$ cat src/tcf_pkg.sv
// ----------------------------------------------------------------------------
// tcf_pkg
// Shared types and constants of the tilt complementary filter: CORDIC angle
// table, fixed-point formats, blend constants and register map.
// ----------------------------------------------------------------------------
package tcf_pkg;

  // CORDIC vector and angle accumulator widths
  localparam int unsigned VEC_W      = 32;  // raw operand * 4096 plus CORDIC gain
  localparam int unsigned ANG_W      = 30;  // angle in 2^-20 degree
  localparam int unsigned ATAN_LEN   = 24;  // entries in the arctangent table
  localparam int unsigned PRE_SHIFT  = 12;  // operands scaled by 4096
  localparam int unsigned OUT_SHIFT  = 13;  // 2^-20 deg -> 1/128 deg
  localparam logic signed [ANG_W-1:0] ANGLE_90   = 30'sd94371840;
  localparam logic signed [ANG_W-1:0] ROUND_BIAS = 30'sd4096;

  // Blend: result = round(N / 65536000) = floor(floor((|N| + 32768000) / 2^19) / 125)
  localparam int unsigned         DEN_SHIFT   = 19;
  localparam logic [50:0]         HALF_DEN    = 51'd32768000;
  localparam logic [22:0]         RECIP_125   = 23'd4294967;  // floor(2^29 / 125)
  localparam int unsigned         RECIP_SHIFT = 29;
  localparam logic [31:0]         SAT_LIMIT   = 32'd4096000;  // 125 * 32768
  localparam logic [22:0]         DIVISOR     = 23'd125;

  // Register map (word index)
  typedef enum logic [1:0] {
    REG_PITCH_OFFSET = 2'd0,
    REG_ROLL_OFFSET  = 2'd1,
    REG_STEP_TIME    = 2'd2,
    REG_GYRO_WEIGHT  = 2'd3
  } reg_idx_e;

  localparam logic [15:0] GYRO_WEIGHT_RST = 16'd655;

  // Request to the CORDIC unit: atan2(num, den)
  typedef struct packed {
    logic signed [16:0] num;
    logic signed [15:0] den;
  } cordic_req_t;

  // Request to the blend unit
  typedef struct packed {
    logic signed [15:0] prev;
    logic signed [15:0] gyro;
    logic signed [15:0] angle;
  } blend_req_t;

  // atan(2^-i) in 2^-20 degree, rounded to nearest
  function automatic logic signed [ANG_W-1:0] atan_lut(input logic [4:0] idx);
    logic signed [ANG_W-1:0] v;
    case (idx)
      5'd0:  v = 30'sd47185920;
      5'd1:  v = 30'sd27855475;
      5'd2:  v = 30'sd14718068;
      5'd3:  v = 30'sd7471121;
      5'd4:  v = 30'sd3750058;
      5'd5:  v = 30'sd1876857;
      5'd6:  v = 30'sd938658;
      5'd7:  v = 30'sd469357;
      5'd8:  v = 30'sd234682;
      5'd9:  v = 30'sd117342;
      5'd10: v = 30'sd58671;
      5'd11: v = 30'sd29335;
      5'd12: v = 30'sd14668;
      5'd13: v = 30'sd7334;
      5'd14: v = 30'sd3667;
      5'd15: v = 30'sd1833;
      5'd16: v = 30'sd917;
      5'd17: v = 30'sd458;
      5'd18: v = 30'sd229;
      5'd19: v = 30'sd115;
      5'd20: v = 30'sd57;
      5'd21: v = 30'sd29;
      5'd22: v = 30'sd14;
      5'd23: v = 30'sd7;
      default: v = '0;
    endcase
    return v;
  endfunction

endpackage

$ cat src/tcf_cordic.sv
// ----------------------------------------------------------------------------
// tcf_cordic
// Iterative vectoring CORDIC: atan2(num, den) in 1/128 degree. One shared
// shift/add-subtract datapath, one micro-rotation per cycle.
// ----------------------------------------------------------------------------
module tcf_cordic #(
  parameter int unsigned CORDIC_STEPS = 16
) (
  input  logic                clk_i,
  input  logic                rst_ni,
  input  logic                start_i,
  input  tcf_pkg::cordic_req_t req_i,
  output logic                busy_o,
  output logic signed [15:0]  angle_o
);
  import tcf_pkg::*;

  localparam int unsigned NSTEPS = (CORDIC_STEPS > ATAN_LEN) ? ATAN_LEN : CORDIC_STEPS;
  localparam int unsigned CNT_W  = (NSTEPS > 1) ? $clog2(NSTEPS) : 1;

  logic                    busy_q, busy_d;
  logic [CNT_W-1:0]        cnt_q, cnt_d;
  logic signed [VEC_W-1:0] x_q, x_d, y_q, y_d;
  logic signed [ANG_W-1:0] z_q, z_d;
  logic                    zero_q, zero_d;

  logic signed [VEC_W-1:0] xs, ys, dx, dy;
  logic signed [ANG_W-1:0] at, z_rnd;

  // scaled operands
  assign xs = VEC_W'(req_i.den) <<< PRE_SHIFT;
  assign ys = VEC_W'(req_i.num) <<< PRE_SHIFT;

  // shared shifter and table lookup
  assign dx = y_q >>> cnt_q;
  assign dy = x_q >>> cnt_q;
  assign at = atan_lut(5'(cnt_q));

  // load / micro-rotation
  always_comb begin
    busy_d = busy_q;
    cnt_d  = cnt_q;
    x_d    = x_q;
    y_d    = y_q;
    z_d    = z_q;
    zero_d = zero_q;
    if (start_i) begin
      busy_d = 1'b1;
      cnt_d  = '0;
      zero_d = (req_i.num == '0) && (req_i.den == '0);
      if (xs < 0) begin
        // quadrant fold by +-90 degrees
        if (ys >= 0) begin
          x_d = ys;
          y_d = -xs;
          z_d = ANGLE_90;
        end else begin
          x_d = -ys;
          y_d = xs;
          z_d = -ANGLE_90;
        end
      end else begin
        x_d = xs;
        y_d = ys;
        z_d = '0;
      end
    end else if (busy_q) begin
      if (y_q >= 0) begin
        x_d = x_q + dx;
        y_d = y_q - dy;
        z_d = z_q + at;
      end else begin
        x_d = x_q - dx;
        y_d = y_q + dy;
        z_d = z_q - at;
      end
      if (cnt_q == CNT_W'(NSTEPS - 1)) begin
        busy_d = 1'b0;
      end else begin
        cnt_d = cnt_q + 1'b1;
      end
    end
  end

  // control
  always_ff @(posedge clk_i or negedge rst_ni) begin
    if (!rst_ni) begin
      busy_q <= 1'b0;
      cnt_q  <= '0;
    end else begin
      busy_q <= busy_d;
      cnt_q  <= cnt_d;
    end
  end

  // datapath
  always_ff @(posedge clk_i) begin
    x_q    <= x_d;
    y_q    <= y_d;
    z_q    <= z_d;
    zero_q <= zero_d;
  end

  // round half up to 1/128 degree; zero vector gives zero
  assign z_rnd   = z_q + ROUND_BIAS;
  assign angle_o = zero_q ? '0 : z_rnd[OUT_SHIFT+15:OUT_SHIFT];
  assign busy_o  = busy_q;

endmodule

$ cat src/tcf_blend.sv
// ----------------------------------------------------------------------------
// tcf_blend
// Complementary blend of one angle: weighted gyro path plus accelerometer
// angle, rounded division by 65536000 and 16-bit saturation. One shared
// multiplier, stepped by a one-hot phase sequencer.
// ----------------------------------------------------------------------------
module tcf_blend (
  input  logic                clk_i,
  input  logic                rst_ni,
  input  logic                start_i,
  input  tcf_pkg::blend_req_t req_i,
  input  logic [15:0]         weight_i,
  input  logic [9:0]          step_ms_i,
  output logic                busy_o,
  output logic signed [15:0]  result_o
);
  import tcf_pkg::*;

  typedef enum logic [8:0] {
    PH_IDLE = 9'b000000001,
    PH_GMUL = 9'b000000010,  // gyro * dt
    PH_SUM  = 9'b000000100,  // gyro*dt*128 + prev*1000
    PH_WMUL = 9'b000001000,  // * w
    PH_CMUL = 9'b000010000,  // angle*1000 * (65536 - w)
    PH_ADD  = 9'b000100000,  // N
    PH_MAG  = 9'b001000000,  // (|N| + half) >> 19
    PH_RMUL = 9'b010000000,  // * reciprocal of 125
    PH_FIN  = 9'b100000000   // correct, saturate, sign
  } phase_e;

  function automatic logic signed [25:0] times_1000(input logic signed [15:0] v);
    logic signed [25:0] e;
    e = 26'(v);
    return (e <<< 10) - (e <<< 4) - (e <<< 3);
  endfunction

  phase_e             ph_q, ph_d;
  logic signed [15:0] gyro_q;
  logic signed [25:0] prev1k_q, ang1k_q;
  logic signed [57:0] prod_q;
  logic signed [33:0] s1_q;
  logic signed [49:0] m1_q;
  logic signed [50:0] n_q;
  logic               neg_q;
  logic [31:0]        mag_q;
  logic signed [15:0] res_q;

  logic signed [33:0] mul_a;
  logic signed [23:0] mul_b;
  logic signed [57:0] prod;
  logic [16:0]        wcomp;
  logic signed [25:0] p26;
  logic [50:0]        absn, biased;
  logic [15:0]        q0, qc;
  logic [22:0]        q0x125, rem;
  logic [16:0]        qmag, qneg;
  logic               sat;
  logic signed [15:0] fin;

  assign wcomp = 17'h10000 - {1'b0, weight_i};

  // shared multiplier operand select
  always_comb begin
    mul_a = '0;
    mul_b = '0;
    case (ph_q)
      PH_GMUL: begin
        mul_a = 34'(gyro_q);
        mul_b = {14'b0, step_ms_i};
      end
      PH_WMUL: begin
        mul_a = s1_q;
        mul_b = {8'b0, weight_i};
      end
      PH_CMUL: begin
        mul_a = 34'(ang1k_q);
        mul_b = {7'b0, wcomp};
      end
      PH_RMUL: begin
        mul_a = {12'b0, mag_q[21:0]};
        mul_b = {1'b0, RECIP_125};
      end
      default: begin
        mul_a = '0;
        mul_b = '0;
      end
    endcase
  end

  assign prod = mul_a * mul_b;

  // intermediate terms
  assign p26    = $signed(prod_q[25:0]);
  assign absn   = n_q[50] ? 51'(-n_q) : 51'(n_q);
  assign biased = absn + HALF_DEN;

  // quotient correction and saturation
  assign q0     = prod_q[RECIP_SHIFT+15:RECIP_SHIFT];
  assign q0x125 = (23'(q0) << 7) - (23'(q0) << 1) - 23'(q0);
  assign rem    = {1'b0, mag_q[21:0]} - q0x125;
  assign qc     = q0 + 16'(rem >= DIVISOR);
  assign sat    = mag_q >= SAT_LIMIT;
  assign qmag   = sat ? 17'h08000 : {1'b0, qc};
  assign qneg   = 17'd0 - qmag;
  always_comb begin
    if (neg_q) begin
      fin = $signed(qneg[15:0]);
    end else if (qmag > 17'h07FFF) begin
      fin = 16'sh7FFF;
    end else begin
      fin = $signed(qmag[15:0]);
    end
  end

  // phase sequencer
  always_comb begin
    ph_d = ph_q;
    unique case (ph_q)
      PH_IDLE: if (start_i) ph_d = PH_GMUL;
      PH_GMUL: ph_d = PH_SUM;
      PH_SUM:  ph_d = PH_WMUL;
      PH_WMUL: ph_d = PH_CMUL;
      PH_CMUL: ph_d = PH_ADD;
      PH_ADD:  ph_d = PH_MAG;
      PH_MAG:  ph_d = PH_RMUL;
      PH_RMUL: ph_d = PH_FIN;
      PH_FIN:  ph_d = PH_IDLE;
      default: ph_d = PH_IDLE;
    endcase
  end

  always_ff @(posedge clk_i or negedge rst_ni) begin
    if (!rst_ni) begin
      ph_q <= PH_IDLE;
    end else begin
      ph_q <= ph_d;
    end
  end

  // datapath registers
  always_ff @(posedge clk_i) begin
    if (ph_q == PH_IDLE && start_i) begin
      gyro_q   <= req_i.gyro;
      prev1k_q <= times_1000(req_i.prev);
      ang1k_q  <= times_1000(req_i.angle);
    end
    if (ph_q == PH_GMUL || ph_q == PH_WMUL || ph_q == PH_CMUL || ph_q == PH_RMUL) begin
      prod_q <= prod;
    end
    if (ph_q == PH_SUM) begin
      s1_q <= (34'(p26) <<< 7) + 34'(prev1k_q);
    end
    if (ph_q == PH_CMUL) begin
      m1_q <= $signed(prod_q[49:0]);
    end
    if (ph_q == PH_ADD) begin
      n_q <= 51'(m1_q) + 51'($signed(prod_q[41:0]));
    end
    if (ph_q == PH_MAG) begin
      neg_q <= n_q[50];
      mag_q <= biased[DEN_SHIFT+31:DEN_SHIFT];
    end
    if (ph_q == PH_FIN) begin
      res_q <= fin;
    end
  end

  assign busy_o   = (ph_q != PH_IDLE);
  assign result_o = res_q;

endmodule

$ cat src/tilt_complementary_filter.sv
// An accepted sample goes through the pitch CORDIC, the roll CORDIC with the pitch blend
// alongside, the roll blend and the output register. The single CORDIC unit does pitch
//   then roll, one micro-rotation per cycle; the blend unit steps through 8 phases.
// The pitch blend overlaps the roll CORDIC; s_axis_tready is high only when idle.
// Reset (async, active low): estimates cleared, offsets and step time zero, weight 655.
// ----------------------------------------------------------------------------
// tilt_complementary_filter
// Accelerometer/gyro complementary filter producing pitch and roll in 1/128
// degree. Sequencer, APB register file and stream ports.
// ----------------------------------------------------------------------------
module tilt_complementary_filter #(
  parameter int unsigned CORDIC_STEPS = 16
) (
  input  logic        clk_i,
  input  logic        rst_ni,
  // input sample stream
  input  logic        s_axis_tvalid,
  output logic        s_axis_tready,
  input  logic [79:0] s_axis_tdata,   // accel_x, accel_y, accel_z, gyro_x, gyro_y
  // result stream
  output logic        m_axis_tvalid,
  input  logic        m_axis_tready,
  output logic [31:0] m_axis_tdata,   // pitch_angle, roll_angle
  // configuration
  input  logic        psel,
  input  logic        penable,
  input  logic        pwrite,
  input  logic [3:0]  paddr,
  input  logic [31:0] pwdata,
  output logic [31:0] prdata,
  output logic        pready
);
  import tcf_pkg::*;

  typedef enum logic [4:0] {
    S_IDLE  = 5'b00001,
    S_PITCH = 5'b00010,
    S_ROLL  = 5'b00100,
    S_BLEND = 5'b01000,
    S_OUT   = 5'b10000
  } state_e;

  state_e             state_q, state_d;
  logic signed [15:0] pitch_off_q, roll_off_q;
  logic [9:0]         step_ms_q;
  logic [15:0]        weight_q;
  logic signed [15:0] pitch_est_q, pitch_est_d, roll_est_q, roll_est_d;
  logic               m_valid_q, m_valid_d;
  logic [31:0]        m_data_q;
  logic signed [15:0] ay_q, az_q, gx_q, gy_q;

  logic               accept, cfg_wr, out_load;
  logic signed [15:0] in_ax, in_az;
  logic               cord_start, cord_busy, blend_start, blend_busy;
  cordic_req_t        cord_req;
  blend_req_t         blend_req;
  logic signed [15:0] cord_angle, blend_res;

  // APB register file
  assign pready = 1'b1;
  assign cfg_wr = psel & penable & pwrite & pready;

  always_ff @(posedge clk_i or negedge rst_ni) begin
    if (!rst_ni) begin
      pitch_off_q <= '0;
      roll_off_q  <= '0;
      step_ms_q   <= '0;
      weight_q    <= GYRO_WEIGHT_RST;
    end else if (cfg_wr) begin
      unique case (paddr[3:2])
        REG_PITCH_OFFSET: pitch_off_q <= $signed(pwdata[15:0]);
        REG_ROLL_OFFSET:  roll_off_q  <= $signed(pwdata[15:0]);
        REG_STEP_TIME:    step_ms_q   <= pwdata[9:0];
        REG_GYRO_WEIGHT:  weight_q    <= pwdata[15:0];
        default:          ;
      endcase
    end
  end

  always_comb begin
    unique case (paddr[3:2])
      REG_PITCH_OFFSET: prdata = {16'b0, pitch_off_q};
      REG_ROLL_OFFSET:  prdata = {16'b0, roll_off_q};
      REG_STEP_TIME:    prdata = {22'b0, step_ms_q};
      REG_GYRO_WEIGHT:  prdata = {16'b0, weight_q};
      default:          prdata = '0;
    endcase
  end

  // input request
  assign s_axis_tready = (state_q == S_IDLE);
  assign accept        = s_axis_tvalid & s_axis_tready;
  assign in_ax         = $signed(s_axis_tdata[15:0]);
  assign in_az         = $signed(s_axis_tdata[47:32]);

  always_ff @(posedge clk_i) begin
    if (accept) begin
      ay_q <= $signed(s_axis_tdata[31:16]);
      az_q <= in_az;
      gx_q <= $signed(s_axis_tdata[63:48]);
      gy_q <= $signed(s_axis_tdata[79:64]);
    end
  end

  // CORDIC operands: pitch straight from the bus, roll from the captured sample
  always_comb begin
    if (state_q == S_IDLE) begin
      cord_req.num = 17'(in_ax) - 17'(pitch_off_q);
      cord_req.den = in_az;
    end else begin
      cord_req.num = 17'(ay_q) - 17'(roll_off_q);
      cord_req.den = az_q;
    end
  end

  // blend operands
  always_comb begin
    blend_req.angle = cord_angle;
    if (state_q == S_PITCH) begin
      blend_req.prev = pitch_est_q;
      blend_req.gyro = gx_q;
    end else begin
      blend_req.prev = roll_est_q;
      blend_req.gyro = gy_q;
    end
  end

  // sequencer
  always_comb begin
    state_d     = state_q;
    cord_start  = 1'b0;
    blend_start = 1'b0;
    pitch_est_d = pitch_est_q;
    roll_est_d  = roll_est_q;
    out_load    = 1'b0;
    unique case (state_q)
      S_IDLE: begin
        if (accept) begin
          cord_start = 1'b1;
          state_d    = S_PITCH;
        end
      end
      S_PITCH: begin
        if (!cord_busy) begin
          blend_start = 1'b1;
          cord_start  = 1'b1;
          state_d     = S_ROLL;
        end
      end
      S_ROLL: begin
        if (!cord_busy && !blend_busy) begin
          pitch_est_d = blend_res;
          blend_start = 1'b1;
          state_d     = S_BLEND;
        end
      end
      S_BLEND: begin
        if (!blend_busy) begin
          roll_est_d = blend_res;
          state_d    = S_OUT;
        end
      end
      S_OUT: begin
        if (!m_valid_q || m_axis_tready) begin
          out_load = 1'b1;
          state_d  = S_IDLE;
        end
      end
      default: state_d = S_IDLE;
    endcase
  end

  assign m_valid_d = out_load | (m_valid_q & ~m_axis_tready);

  always_ff @(posedge clk_i or negedge rst_ni) begin
    if (!rst_ni) begin
      state_q     <= S_IDLE;
      pitch_est_q <= '0;
      roll_est_q  <= '0;
      m_valid_q   <= 1'b0;
    end else begin
      state_q     <= state_d;
      pitch_est_q <= pitch_est_d;
      roll_est_q  <= roll_est_d;
      m_valid_q   <= m_valid_d;
    end
  end

  // output register
  always_ff @(posedge clk_i) begin
    if (out_load) begin
      m_data_q <= {roll_est_q, pitch_est_q};
    end
  end

  assign m_axis_tvalid = m_valid_q;
  assign m_axis_tdata  = m_data_q;

  tcf_cordic #(
    .CORDIC_STEPS (CORDIC_STEPS)
  ) u_cordic (
    .clk_i   (clk_i),
    .rst_ni  (rst_ni),
    .start_i (cord_start),
    .req_i   (cord_req),
    .busy_o  (cord_busy),
    .angle_o (cord_angle)
  );

  tcf_blend u_blend (
    .clk_i     (clk_i),
    .rst_ni    (rst_ni),
    .start_i   (blend_start),
    .req_i     (blend_req),
    .weight_i  (weight_q),
    .step_ms_i (step_ms_q),
    .busy_o    (blend_busy),
    .result_o  (blend_res)
  );

endmodule
$ cat config.mk
export PLATFORM = sky130hd
export DESIGN_NAME = tilt_complementary_filter
export DESIGN_NICKNAME = d
export VERILOG_FILES = /design/src/tcf_pkg.sv /design/src/tcf_cordic.sv /design/src/tcf_blend.sv /design/src/tilt_complementary_filter.sv
export SDC_FILE = /design/constraint.sdc
export NUM_CORES = 2
export LEC_CHECK = 0
export ABC_AREA = 0
export BUFFER_PORTS_ARGS = -buffer_cell sky130_fd_sc_hd__buf_2
export CORE_MARGIN = 8
export CORE_UTILIZATION = 56
export CTS_CLUSTER_SIZE = 40
export DETAILED_ROUTE_END_ITERATION = 16
export PLACE_DENSITY = 0.73
export SLEW_MARGIN = 20
export SYNTH_ARGS = -nofsm -noshare
export SYNTH_HDL_FRONTEND = slang
export SYNTH_SLANG_ARGS = --single-unit
$ cat constraint.sdc
create_clock -name clk_i -period 29.8 [get_ports clk_i]
set_input_delay 1.49 -clock clk_i [delete_from_list [all_inputs] [get_ports clk_i]]
set_output_delay 1.49 -clock clk_i [all_outputs]
set_load 0.05 [all_outputs]
==> summary.md <==
| Metric | Value |
|---|---|
| Run status | complete, no violations |
| F_max | 86.2 MHz |
| Count leader, synth | inv_1 |
| GR peak layer | met2 |
| Post-route cell area | 70500 µm² |
| Largest net degree at the start of global routing | slightly below 90 |
| GRT Overall Usage | 29.1% |
| Max Transition Viols Final | 0 |
| Rows | 125 |
| Overall Power | 6430 µW |
| Port bufs | around 150 |
| DRC | 0 |
| Share of the synthesized area in the top cell type | 22.1% |
| CTS Hold Buffers Added | 0 |
| Worst R2R Setup Slack | 18200 ps |
| Inserted Clock Buffers | 72 |
| CTS H-tree lvls | 3 |
| CP Capture Type | register |
| Reg2reg end | u_blend.prod_q[49] |
| Slowest library cell on the worst path | or4b_2 |
| Kind of cell with the highest combined delay on the critical path | adder cells |
| Final wirelength | 187 mm |
| CTS tree | yes |
| R2r startpoint | u_blend.ph_q[6] |
| DP Cell Count | between 8000 and 9000 |
| Final setup viols | 0 |
| Later-pin clock latency in the skew report | 670 ps |
| Wire per inst | 21.8 µm |
| Sequential cell area | ~17000 µm² |
| Critical Path Source Type | register |
| Post-CTS setup buffers | 0 |
| Met3 usage | 5.35% |
| Post-Route Utilization | 60.7% |
| Clk slew on worst S/H paths | 70 ps |
| Logic depth of the worst path, buffers included | 33 |
| Area of the mapped netlist | 65600 µm² |
| Resized cells post-CTS | 0 |
| Fin crit period | 11600 ps |
| Fillers | 9819 |
| Register area share after synthesis | approximately a quarter |
| Max-cap violations | 0 |
| Top cell by count, worst path | fa_1 |
| Vias | around 52000 |
| Synth area leaders | edfxtp_1, fa_1, ha_1, inv_1, xnor2_1 |
| Switch Pwr | 2930 µW |
| Hold Violations, Final | 0 |
| Hold Path Cell Cnt | 0 |
| Leading cell types by count after synthesis | inv_1, nor2_1, fa_1 |
| Power Density | approximately 91 nW/µm² |
| Horiz. Die Dim | 358 µm |
| Setup Skew | 26.6 ps |
| Max incr delay on CP | 920 ps |
| Root buf cell | clkbuf_16 |
| Max VDD drop | 0.156 mV |
| Final #Nets | 8231 |
| Placed cell area | 68000 µm² |
| Initial antenna violation count | 3 |
| Arrival @ worst endpoint | between 10000 and 15000 ps |
| DRC marker count from the first detailed-route iteration | 4628 |
| Combinational fraction of design power | 64.6% |
| Netlist cell types | 93 |
| Critical Path RT | 30220 ps |
| Congestion Overflow GR | 0 |
| Share of power burned in registers | 21.4% |
| Post-synth top area cell | edfxtp_1 |
| RSZ-0062 raised after global routing | no |
| R2R cell count | 33 |
| Leakage | 0.0315 µW |
| Area occupied by multi-input gates | 44000 µm² |
| Non-filler cells in the finished layout | roughly 8600 |
| Vias in the first global route | 51900 |
| Core area | between 100000 and 150000 µm² |
| DRT antenna net count | 0 |
| I/O pin cnt | 190 |
| First-pass GRT wire length | 293 mm |
| Post-synth EDFFs | 483 |
| Top FF cell, synth | edfxtp_1 |
| Post-Syn Instances | between 6000 and 7000 |
| Gp weighted congestion | between 0.9 and 1 |
| Clk sinks | between 500 and 600 |
| Ant diodes | 0 |
| DPL Wire Length | 147 mm |
| Clock network power share | 14.1% |
| Critical setup path kind | register to register |
| Routing usage on met1 | 38.8% |
| Worst Max-Slew Pin Slew | 1130 ps |
| Initial core utilization | 56.5% |
| Maximum clock insertion buffer count | 3 |
| Die area | 128000 µm² |
| Period utilisation layout | 38.9% |
| Hold Crit Class | register to register |
| Share of layout cells above drive strength 1 | a little under a tenth |
| Avg Synthesized Cell Area | about 9.5 µm² |
| Switching Share | 45.6% |
| Crit Path Max Fanout | 69 |
| Post-Route Setup TNS | 0 ps |
| Synth async-reset ratio | a little under a fifth |
| HP Start | u_blend.prev1k_q[5] |
| Pre-antenna DRT Iters | 6 |
| Global routing usage on met2 | 45.6% |
| Synth Warn # | 0 |
| Vias/cell | 6.04 |
| Die Ht | approximately 360 µm |
| WP buf/inv | 8 |
| Max_slew headroom | between 20% and 30% |
| Layout area overhead | 7.38% |
| Hold EP | u_blend.s1_q[5] |
| Register bit total from synthesis | 593 |
| Pint | 3500 µW |
## routing by layer
layer  vias to the layer above  wire, µm
met4                         2     11300
met1                     25400     76200
met5                         -        13
met3                       505     16000
li1                      23700         -
met2                      2210     83300
## how the worst max path moves through the flow
stage	to	start
2_1_floorplan	u_blend.prod_q[49]	u_blend.ph_q[6]
4_1_cts	u_blend.prod_q[49]	u_blend.ph_q[6]
3_5_place_dp	u_blend.prod_q[49]	u_blend.ph_q[6]
6_report	u_blend.prod_q[49]	u_blend.ph_q[6]
3_3_place_gp	u_blend.prod_q[48]	u_blend.ph_q[6]
5_1_grt	u_blend.prod_q[49]	u_blend.ph_q[6]
## state kept, by name, indices dropped and copies added (netlist names), 10 cells and up
name / flops
gy_q: 16
az_q: 16
step_ms_q: 10
u_blend.m1_q: 50
m_axis_tdata: 32
u_blend.prod_q: 50
u_blend.prev1k_q: 23
u_blend.gyro_q: 16
u_cordic.x_q: 32
ay_q: 16
roll_off_q: 16
gx_q: 16
pitch_off_q: 16
u_blend.n_q: 51
u_cordic.z_q: 29
u_blend.ang1k_q: 23
u_blend.s1_q: 31
weight_q: 16
pitch_est_q: 16
u_blend.mag_q: 32
roll_est_q: 16
u_cordic.y_q: 32
u_blend.result_o: 16
## logic make-up after synthesis
kind of cell             share of synthesized area [%]
multiplexers                                      6.26
other                                           0.0114
flip-flops                                        26.3
adder cells (fa/ha/maj)                           28.4
XOR/XNOR                                          6.24
AO/OA/AOI/OAI                                     12.0
buffers and inverters                             7.08
AND/OR/NAND/NOR                                   13.7
## placed cells by master, fill, tap and decap left out, drive strengths merged, types with 64 or more instances in the layout
cell	Yosys	final
dfrtp	102	102
mux2i	101	101
a21oi	347	347
clkbuf	184	83
a21o	132	132
xnor2	294	294
edfxtp	483	483
nand2	600	600
nor3	111	111
nand2b	78	78
nor2	662	662
o21ai	305	305
ha	509	509
nand3	120	120
mux4	66	66
xor2	174	174
o21a	64	64
fa	613	613
buf	62	220
mux2	139	139
inv	961	970
## power groups by stage
stage	Clock, µW	Combinational [µW]	Sequential [µW]
6_report	904	4150	1370
5_1_grt	948	4620	1390
4_1_cts	921	4120	1370
3_5_place_dp	0	4080	1380
3_3_place_gp	0	4000	1380
2_1_floorplan	0	3310	1290
## final cells by class
type / count / area share [%]
inverter: 963 / 5.13
clock buffer: 83 / 2.69
clock inverter: 51 / 0.763
sequential: 593 / 24.5
timing repair buffer: 220 / 1.81
tap: 1524 / 2.71
multi-input combinational: 5136 / 62.4
## per-stage QoR
step / worst slack [ps] / hold slack [ps]
final: 18200 / 409
after floorplan: 18820 / 400
after detailed placement: 18380 / 405
after global routing: 17670 / 418
after CTS: 18340 / 409
after global placement: 18570 / 407
Note: power is estimated with default switching activity, not from simulation.
